$ cat src/tte_pkg.sv
// Shared types, constants and helpers for the timestamp text to epoch converter.
package tte_pkg;

  localparam int FIELD_W = 16;
  localparam int NUM_SAVED = 5;

  localparam logic [2:0] FLD_YEAR   = 3'd0;
  localparam logic [2:0] FLD_MONTH  = 3'd1;
  localparam logic [2:0] FLD_DAY    = 3'd2;
  localparam logic [2:0] FLD_HOUR   = 3'd3;
  localparam logic [2:0] FLD_MINUTE = 3'd4;
  localparam logic [2:0] FLD_SECOND = 3'd5;

  localparam logic [7:0] CHAR_ZERO    = 8'h30;
  localparam logic [7:0] CHAR_NINE    = 8'h39;
  localparam logic [7:0] CHAR_DASH    = 8'h2D;
  localparam logic [7:0] CHAR_SPACE   = 8'h20;
  localparam logic [7:0] CHAR_COLON   = 8'h3A;
  localparam logic [7:0] CHAR_NEWLINE = 8'h0A;

  localparam logic [19:0] FIELD_MAX = 20'd65535;

  // days-from-civil constants
  localparam logic [12:0] YEAR_BIAS   = 13'd4800;
  localparam logic [15:0] MONTH_MUL   = 16'd62719;
  localparam logic [31:0] MONTH_ADD   = 32'd769;
  localparam logic [8:0]  DAYS_YEAR   = 9'd365;
  localparam logic [27:0] DAYS_OFFSET = 28'd2472633;  // 2472632 plus the day-of-month bias
  localparam logic [17:0] RECIP_100   = 18'd167773;   // ceil(2^24 / 100)
  localparam logic signed [17:0] SEC_PER_DAY = 18'sd86400;
  localparam logic [11:0] SEC_PER_HOUR = 12'd3600;
  localparam logic [5:0]  SEC_PER_MIN  = 6'd60;

  typedef struct packed {
    logic [7:0] char_byte;
    logic       end_of_text;
  } tte_in_t;

  typedef struct packed {
    logic signed [42:0] epoch_seconds;
    logic               format_error;
  } tte_out_t;

  typedef struct packed {
    logic [FIELD_W-1:0] year;
    logic [FIELD_W-1:0] month;
    logic [FIELD_W-1:0] day;
    logic [FIELD_W-1:0] hour;
    logic [FIELD_W-1:0] minute;
    logic [FIELD_W-1:0] second;
    logic               err;
  } tte_job_t;

  typedef enum logic [2:0] {
    BK_IDLE,
    BK_DIV,
    BK_MONTH,
    BK_DAYS,
    BK_TOD,
    BK_SCALE,
    BK_SUM
  } tte_back_state_t;

  function automatic logic [7:0] sep_char(input logic [2:0] idx);
    logic [7:0] c;
    unique case (idx)
      FLD_YEAR, FLD_MONTH: c = CHAR_DASH;
      FLD_DAY:             c = CHAR_SPACE;
      FLD_HOUR, FLD_MINUTE: c = CHAR_COLON;
      default:             c = CHAR_NEWLINE;
    endcase
    return c;
  endfunction

endpackage

$ cat src/timestamp_text_to_epoch.sv
// Top level: text timestamp "YYYY-MM-DD HH:MM:SS" in, UNIX epoch seconds out.
//
//   channel  handshake   payload    transfer when
//   input    push/full   item       push && !full
//   result   empty/pop   result     pop && !empty
//
// One byte per cycle is taken while the two-entry job queue has room.
// Each closed timestamp passes through the epoch unit one step at a time
// (/100 reciprocal, month term, day sum, time of day, x86400, final add);
// the unit takes the next job only after it has finished the last one.
// A result waiting for pop holds the epoch unit; the parser keeps going until
// the job queue fills. Synchronous reset clears all control state.
module timestamp_text_to_epoch import tte_pkg::*; (
  input  logic     clk,
  input  logic     rst,
  input  logic     push,
  output logic     full,
  input  tte_in_t  item,
  output logic     empty,
  input  logic     pop,
  output tte_out_t result
);

  logic     accept;
  logic     job_push;
  logic     job_pop;
  logic     job_empty;
  tte_job_t job_in;
  tte_job_t job_head;

  assign accept = push && !full;

  tte_front u_front (
    .clk      (clk),
    .rst      (rst),
    .accept   (accept),
    .item     (item),
    .job_push (job_push),
    .job      (job_in)
  );

  tte_jobq u_jobq (
    .clk   (clk),
    .rst   (rst),
    .push  (job_push),
    .din   (job_in),
    .pop   (job_pop),
    .head  (job_head),
    .full  (full),
    .empty (job_empty)
  );

  tte_back u_back (
    .clk       (clk),
    .rst       (rst),
    .job_empty (job_empty),
    .job       (job_head),
    .job_pop   (job_pop),
    .pop       (pop),
    .empty     (empty),
    .result    (result)
  );

endmodule

$ cat src/tte_front.sv
// Byte parser: splits timestamp text into fields and queues one job per timestamp.
module tte_front import tte_pkg::*; (
  input  logic     clk,
  input  logic     rst,
  input  logic     accept,
  input  tte_in_t  item,
  output logic     job_push,
  output tte_job_t job
);

  logic [2:0]         field_index;
  logic [FIELD_W-1:0] digit_accumulator;
  logic               field_bad;
  logic [FIELD_W-1:0] parsed_fields [NUM_SAVED];
  logic               error_seen;
  logic               result_given;

  logic [2:0]         field_index_next;
  logic [FIELD_W-1:0] digit_accumulator_next;
  logic               field_bad_next;
  logic [FIELD_W-1:0] parsed_fields_next [NUM_SAVED];
  logic               error_seen_next;
  logic               result_given_next;

  logic [FIELD_W-1:0] fv;
  logic [FIELD_W-1:0] fv_end;
  logic [19:0]        acc_sum;
  logic               emit;
  logic [FIELD_W-1:0] sec_val;

  assign fv      = field_bad ? '0 : digit_accumulator;
  assign acc_sum = {1'b0, digit_accumulator, 3'b000} + {3'b000, digit_accumulator, 1'b0}
                 + {12'd0, item.char_byte - CHAR_ZERO};

  always_comb begin
    field_index_next       = field_index;
    digit_accumulator_next = digit_accumulator;
    field_bad_next         = field_bad;
    parsed_fields_next     = parsed_fields;
    error_seen_next        = error_seen;
    result_given_next      = result_given;
    emit                   = 1'b0;
    sec_val                = '0;

    if (!result_given) begin
      if (item.char_byte == sep_char(field_index)) begin
        if (field_index != FLD_SECOND) begin
          parsed_fields_next[field_index] = fv;
          field_index_next       = field_index + 3'd1;
          digit_accumulator_next = '0;
          field_bad_next         = 1'b0;
        end else begin
          emit              = 1'b1;
          sec_val           = fv;
          result_given_next = 1'b1;
        end
      end else if (item.char_byte >= CHAR_ZERO && item.char_byte <= CHAR_NINE) begin
        if (acc_sum > FIELD_MAX) begin
          digit_accumulator_next = '1;
          error_seen_next        = 1'b1;
        end else begin
          digit_accumulator_next = acc_sum[FIELD_W-1:0];
        end
      end else begin
        field_bad_next  = 1'b1;
        error_seen_next = 1'b1;
      end
    end

    fv_end = field_bad_next ? '0 : digit_accumulator_next;

    // end of text closes the timestamp; a short one gets its tail zeroed
    if (item.end_of_text && !result_given_next) begin
      emit = 1'b1;
      if (field_index_next != FLD_SECOND) begin
        parsed_fields_next[field_index_next] = fv_end;
        error_seen_next = 1'b1;
        sec_val         = '0;
      end else begin
        sec_val = fv_end;
      end
    end
  end

  assign job_push   = accept && emit;
  assign job.year   = parsed_fields_next[FLD_YEAR];
  assign job.month  = parsed_fields_next[FLD_MONTH];
  assign job.day    = parsed_fields_next[FLD_DAY];
  assign job.hour   = parsed_fields_next[FLD_HOUR];
  assign job.minute = parsed_fields_next[FLD_MINUTE];
  assign job.second = sec_val;
  assign job.err    = error_seen_next;

  always_ff @(posedge clk) begin
    if (rst || (accept && item.end_of_text)) begin
      field_index       <= FLD_YEAR;
      digit_accumulator <= '0;
      field_bad         <= 1'b0;
      for (int i = 0; i < NUM_SAVED; i++) parsed_fields[i] <= '0;
      error_seen        <= 1'b0;
      result_given      <= 1'b0;
    end else if (accept) begin
      field_index       <= field_index_next;
      digit_accumulator <= digit_accumulator_next;
      field_bad         <= field_bad_next;
      parsed_fields     <= parsed_fields_next;
      error_seen        <= error_seen_next;
      result_given      <= result_given_next;
    end
  end

endmodule

$ cat src/tte_jobq.sv
// Two-entry queue of parsed timestamps between the parser and the epoch unit.
module tte_jobq import tte_pkg::*; (
  input  logic     clk,
  input  logic     rst,
  input  logic     push,
  input  tte_job_t din,
  input  logic     pop,
  output tte_job_t head,
  output logic     full,
  output logic     empty
);

  tte_job_t   entries [2];
  logic       wr_ptr;
  logic       rd_ptr;
  logic [1:0] count;

  assign full  = (count == 2'd2);
  assign empty = (count == 2'd0);
  assign head  = entries[rd_ptr];

  always_ff @(posedge clk) begin
    if (push) begin
      entries[wr_ptr] <= din;
    end
  end

  always_ff @(posedge clk) begin
    if (rst) begin
      wr_ptr <= 1'b0;
      rd_ptr <= 1'b0;
      count  <= 2'd0;
    end else begin
      if (push) wr_ptr <= ~wr_ptr;
      if (pop)  rd_ptr <= ~rd_ptr;
      count <= count + {1'b0, push} - {1'b0, pop};
    end
  end

endmodule

$ cat src/tte_back.sv
// Epoch unit: days-from-civil and time of day, computed one step per state.
module tte_back import tte_pkg::*; (
  input  logic     clk,
  input  logic     rst,
  input  logic     job_empty,
  input  tte_job_t job,
  output logic     job_pop,
  input  logic     pop,
  output logic     empty,
  output tte_out_t result
);

  tte_back_state_t state;
  tte_back_state_t state_next;

  logic [16:0]        ya;
  logic [15:0]        ma;
  logic [15:0]        day;
  logic [15:0]        hour;
  logic [15:0]        minute;
  logic [15:0]        second;
  logic               err;
  logic [9:0]         q100;
  logic [20:0]        md;
  logic signed [27:0] days;
  logic [27:0]        tod;
  logic signed [45:0] scaled;
  logic               out_valid;

  logic               load_out;
  logic               low_month;
  logic [34:0]        div_prod;
  logic [31:0]        month_prod;
  logic [27:0]        days_sum;
  logic [27:0]        tod_sum;

  assign low_month  = (job.month < 16'd3);
  assign div_prod   = ya * RECIP_100;
  assign month_prod = ma * MONTH_MUL + MONTH_ADD;
  // leap term: ya/4 - ya/100 + ya/400, with ya/400 taken as (ya/100)/4
  assign days_sum   = 28'(ya) * 28'(DAYS_YEAR) + 28'(ya >> 2) - 28'(q100) + 28'(q100 >> 2)
                    + 28'(md) + 28'(day) - DAYS_OFFSET;
  assign tod_sum    = 28'(hour) * 28'(SEC_PER_HOUR) + 28'(minute) * 28'(SEC_PER_MIN)
                    + 28'(second);

  always_comb begin
    state_next = state;
    unique case (state)
      BK_IDLE:  if (!job_empty) state_next = BK_DIV;
      BK_DIV:   state_next = BK_MONTH;
      BK_MONTH: state_next = BK_DAYS;
      BK_DAYS:  state_next = BK_TOD;
      BK_TOD:   state_next = BK_SCALE;
      BK_SCALE: state_next = BK_SUM;
      BK_SUM:   if (!out_valid || pop) state_next = BK_IDLE;
      default:  state_next = BK_IDLE;
    endcase
  end

  always_comb begin
    job_pop  = (state == BK_IDLE) && !job_empty;
    load_out = (state == BK_SUM) && (!out_valid || pop);
  end

  always_ff @(posedge clk) begin
    if (rst) begin
      state <= BK_IDLE;
    end else begin
      state <= state_next;
    end
  end

  always_ff @(posedge clk) begin
    if (job_pop) begin
      ya     <= low_month ? 17'(job.year) + 17'(YEAR_BIAS) - 17'd1
                          : 17'(job.year) + 17'(YEAR_BIAS);
      ma     <= low_month ? job.month + 16'd9 : job.month - 16'd3;
      day    <= job.day;
      hour   <= job.hour;
      minute <= job.minute;
      second <= job.second;
      err    <= job.err;
    end
    if (state == BK_DIV)   q100   <= div_prod[33:24];
    if (state == BK_MONTH) md     <= month_prod[31:11];
    if (state == BK_DAYS)  days   <= $signed(days_sum);
    if (state == BK_TOD)   tod    <= tod_sum;
    if (state == BK_SCALE) scaled <= days * SEC_PER_DAY;
    if (load_out) begin
      result.epoch_seconds <= $signed(scaled[42:0] + 43'(tod));
      result.format_error  <= err;
    end
  end

  always_ff @(posedge clk) begin
    if (rst) begin
      out_valid <= 1'b0;
    end else if (load_out) begin
      out_valid <= 1'b1;
    end else if (pop) begin
      out_valid <= 1'b0;
    end
  end

  assign empty = !out_valid;

endmodule

$ cat config.mk
export PLATFORM = sky130hd
export DESIGN_NAME = timestamp_text_to_epoch
export DESIGN_NICKNAME = d
export VERILOG_FILES = /design/src/tte_pkg.sv /design/src/timestamp_text_to_epoch.sv /design/src/tte_front.sv /design/src/tte_jobq.sv /design/src/tte_back.sv
export SDC_FILE = /design/constraint.sdc
export NUM_CORES = 2
export LEC_CHECK = 0
export ABC_AREA = 1
export BUFFER_PORTS_ARGS = -buffer_cell sky130_fd_sc_hd__buf_2
export CAP_MARGIN = 0
export CORE_MARGIN = 2
export CORE_UTILIZATION = 32
export CTS_BUF_LIST = sky130_fd_sc_hd__clkbuf_2 sky130_fd_sc_hd__clkbuf_4 sky130_fd_sc_hd__clkbuf_8
export CTS_CLUSTER_DIAMETER = 100
export DETAILED_ROUTE_END_ITERATION = 10
export RECOVER_POWER = 100
export SETUP_SLACK_MARGIN = 0.02
export SLEW_MARGIN = 20
export SYNTH_ARGS = -nofsm -noshare
export SYNTH_HDL_FRONTEND = slang
export SYNTH_SLANG_ARGS = --single-unit
$ cat constraint.sdc
create_clock -name clk -period 13 [get_ports clk]
set_input_delay 3.25 -clock clk [delete_from_list [all_inputs] [get_ports clk]]
set_output_delay 3.25 -clock clk [all_outputs]
set_load 0.02 [all_outputs]
==> qor.yml <==
setup_path:
  worst-setup-path-type: "input port to flip-flop"
  cp_top_family: "buffers and inverters"
  cp-start-kind: "input port"
  crit_chain: "clkbuf_1, o21ai_4, buf_4, clkinvlp_2, nand2_1, nand2_2, clkbuf_1, inv_1, clkbuf_1, o21ai_0, a21oi_1"
  cpPeakStageDelay_ns: 1.75
  worstSetupEndpointType: "flip-flop"
  critical_path.slowest_cell: "clkinvlp_2"
  path_common_cell: "clkbuf_1"
  required_ns: 13.68
  worstPathMaxFanout: 63
  cp_num_buf_inv: 6
  arrival_ns: 9.81
yosys:
  postSynthRegisterBits: 570
  synth.area.top_cells: "edfxtp_1 26%, fa_1 18%, ha_1 17%, inv_1 8.8%, nand2_1 8.0%"
  synthSimpleGateAreaFrac_pct: 14.14
  synthAdderAreaFrac_pct: 34.27
  synth_top_family_by_area: "adder cells"
  ys_warn_count: 0
  syn_avg_cell_area_um2: 9.025
  syn_area_um2: 52790
  synthCells: 5849
  yosysUniqueCellTypes: 51
  synth-compound-area-share_pct: 7.182
  synth_xor_area_share_pct: 4.115
  synth_top_area_share_pct: 26.11
  ys_async_sr_fraction_pct: 0
  muxShareOfSynthArea_pct: 0.3413
  synth_edf_count: 459
  synth_flop_cell: "edfxtp_1"
  synth_top_area_cell: "edfxtp_1"
  synthesis.nets: 7027
  seq_area_frac_synth_pct: 30.32
routing:
  ant_nets: 0
  wire_per_inst_um: 15.99
  first_pass_iters: 6
  drt_wl_total_um: 131200
  drt_iter0_markers: 2526
  vias_per_cell: 4.691
  vias: 38505
  drc: 0
timing:
  slew_viol_final: 536
  fmax_mhz: 109.6
  finalWorstSetupSlack_ns: 3.876
  skew_ns: 0.06261
  period_share_pct: 70.18
  tightest_slew_ns: 3.756
  rsz0062_at_grt: "no"
  finalHoldViolations: 0
  maxSlewHeadroom_pct: -150.4
  finalSetupTns_ns: 0
  fin_crit_ns: 9.124
  setup_viol: 0
clock_network:
  clk_latency_ns: 0.78
  cts_tree: "built"
  cts-hold-fix-buffers: 0
  cts_made_buffers: 98
  post_cts_buffers: 0
  cts_buffer_depth: 3
  cts_resized: 0
  h-tree-depth: 3
  ctsRootBufferMaster: "clkbuf_8"
  clkSinkCount: 570
  clkSlewWorstSetupHoldPaths_ns: 0.06
global_route:
  use_met2_pct: 26.14
  top_usage_layer: "met2"
  gr-usage-met3_pct: 2.261
  grt.total_usage_pct: 15.71
  grt_overflow: 0
  grt_pass1_vias: 38799
  grt_pass1_wl_um: 211500
  met1_usage_pct: 21.47
  grt_max_degree: 96
  grt_antenna_before_repair: 1
hold_path:
  hold_path_class: "flip-flop to flip-flop"
cells_and_area:
  area_growth_pct: 8.955
  post-route-util_pct: 34.98
  finalNetCount: 7113
  drive_gt1_share_pct: 3.772
floorplan:
  rows: 149
  die_h_um: 410.2
  die_w_um: 410.2
  dieArea_um2: 168200
  initial_core_util_pct: 32.10
  core-area_um2: 164400
  io_pins: 59
job:
  maxCapViolations: 12
outcome:
  status: "complete, but fails checks"
  failed_checks: "capacitance limit, slew limit"
placed_design:
  post-dp-hpwl_um: 106300
  portBuffers: 58
  dp_slack_ns: 5.216
  gp_congestion: 0.9123
-- registers in the layout, summed over array words and instances (netlist names), 17 cells and up, named ones only --
name                   flops
u_jobq.entries           194
u_front.parsed_fields     80
u_back.result             44
u_back.scaled             36
u_back.days               28
u_back.tod                28
u_back.md                 21
u_back.ya                 17
-- stage by stage --
stage | instances | hold WS (ns) | area [um^2]
after floorplan | 5849 | 0.4003 | 52790
final | 8209 | 0.4213 | 57510
after CTS | 8206 | 0.4159 | 57690
after global placement | 8023 | 0.4058 | 55600
after detailed placement | 8023 | 0.4057 | 55600
after global routing | 8208 | 0.4355 | 57510
-- path summary, 6_finish.rpt --
kind                                                   to          start  slack (ns)  cells after the start
worst min-delay path                     u_back.result[6]  u_back.tod[5]        0.42                      0
worst max register to register            u_back.days[26]  u_back.ya[11]        5.17                     34
worst min register to register           u_back.result[6]  u_back.tod[5]        0.42                      0
worst max-delay path            u_front.parsed_fields[58]           push        3.88                     11
-- cells by family (layout without fill, tap and decap cells) --
| logic type | Yosys count | count (layout) |
|---|---|---|
| AND/OR/NAND/NOR | 1813 | 1813 |
| buffers and inverters | 1334 | 1503 |
| flip-flops | 570 | 570 |
| XOR/XNOR | 248 | 248 |
| AO/OA/AOI/OAI | 701 | 701 |
| other | 0 | 2 |
| adder cells (fa/ha/maj) | 1165 | 1165 |
| multiplexers | 18 | 18 |
-- routing by layer --
layer | vias up | wire length, um
met5 | - | 0
met2 | 893 | 61330
met1 | 18493 | 60410
met3 | 158 | 6727
li1 | 18961 | -
met4 | 0 | 2766
-- Yosys cell counts, types with 3 or more instances --
cell and n:
dfxtp_1 111, clkbuf_1 57, a21boi_0 5, clkinv_1 3, a21oi_1 349, buf_2 18
nand3b_1 4, o21a_1 14, xnor2_1 93, a31oi_1 21, o211ai_1 7, inv_1 1236
a221oi_1 5, nand2_2 7, o21bai_1 12, inv_2 7, nand3_2 7, mux2i_1 18
xor2_1 155, a21o_1 18, nand4_1 40, nor4_1 13, edfxtp_1 459, nor2_4 6
nor2_1 306, nand2_1 1131, o21ai_0 230, a211oi_1 9, nand3_1 225, nor3_1 52
ha_1 697, or2_2 15, buf_4 7, fa_1 468, nor2_2 3, buf_6 4
o22ai_1 15
-- layout make-up --
class	count	area (um^2)
diodes	2	5.005
clock buffers	130	1633
clock inverters	53	451.7
fillers	16901	106900
inverters	1246	4678
multi-input cells	3945	31690
flip-flops and latches	570	16010
well taps	2189	2739
repair buffers	74	310.3
-- layout by cell type, fill, tap and decap left out, drive strengths merged, types with 2 or more instances in the layout --
cell	netlist	layout
nand2	1138	1138
a31oi	21	21
or2	15	15
ha	697	697
clkbuf	57	190
o31ai	2	2
fa	468	468
o32ai	2	2
xor2	155	155
xnor2	93	93
nand3	232	232
nor2	315	315
inv	1243	1250
dfxtp	111	111
o22ai	15	15
a211oi	9	9
diode	0	2
o21ai	234	234
nand3b	4	4
nand4	40	40
a221oi	5	5
clkinv	3	38
and3	2	2
o21a	14	14
o221ai	2	2
edfxtp	459	459
o211ai	8	8
bufinv	0	5
mux2i	18	18
a21oi	350	350
nor3	52	52
o21bai	12	12
nor4	13	13
a21o	18	18
buf	31	14
a21boi	5	5
o2111ai	2	2
clkinvlp	0	6
Power is left out: the tool's default activity adds up to more than one toggle a clock period on the data nets, which glitch-free logic cannot reach.
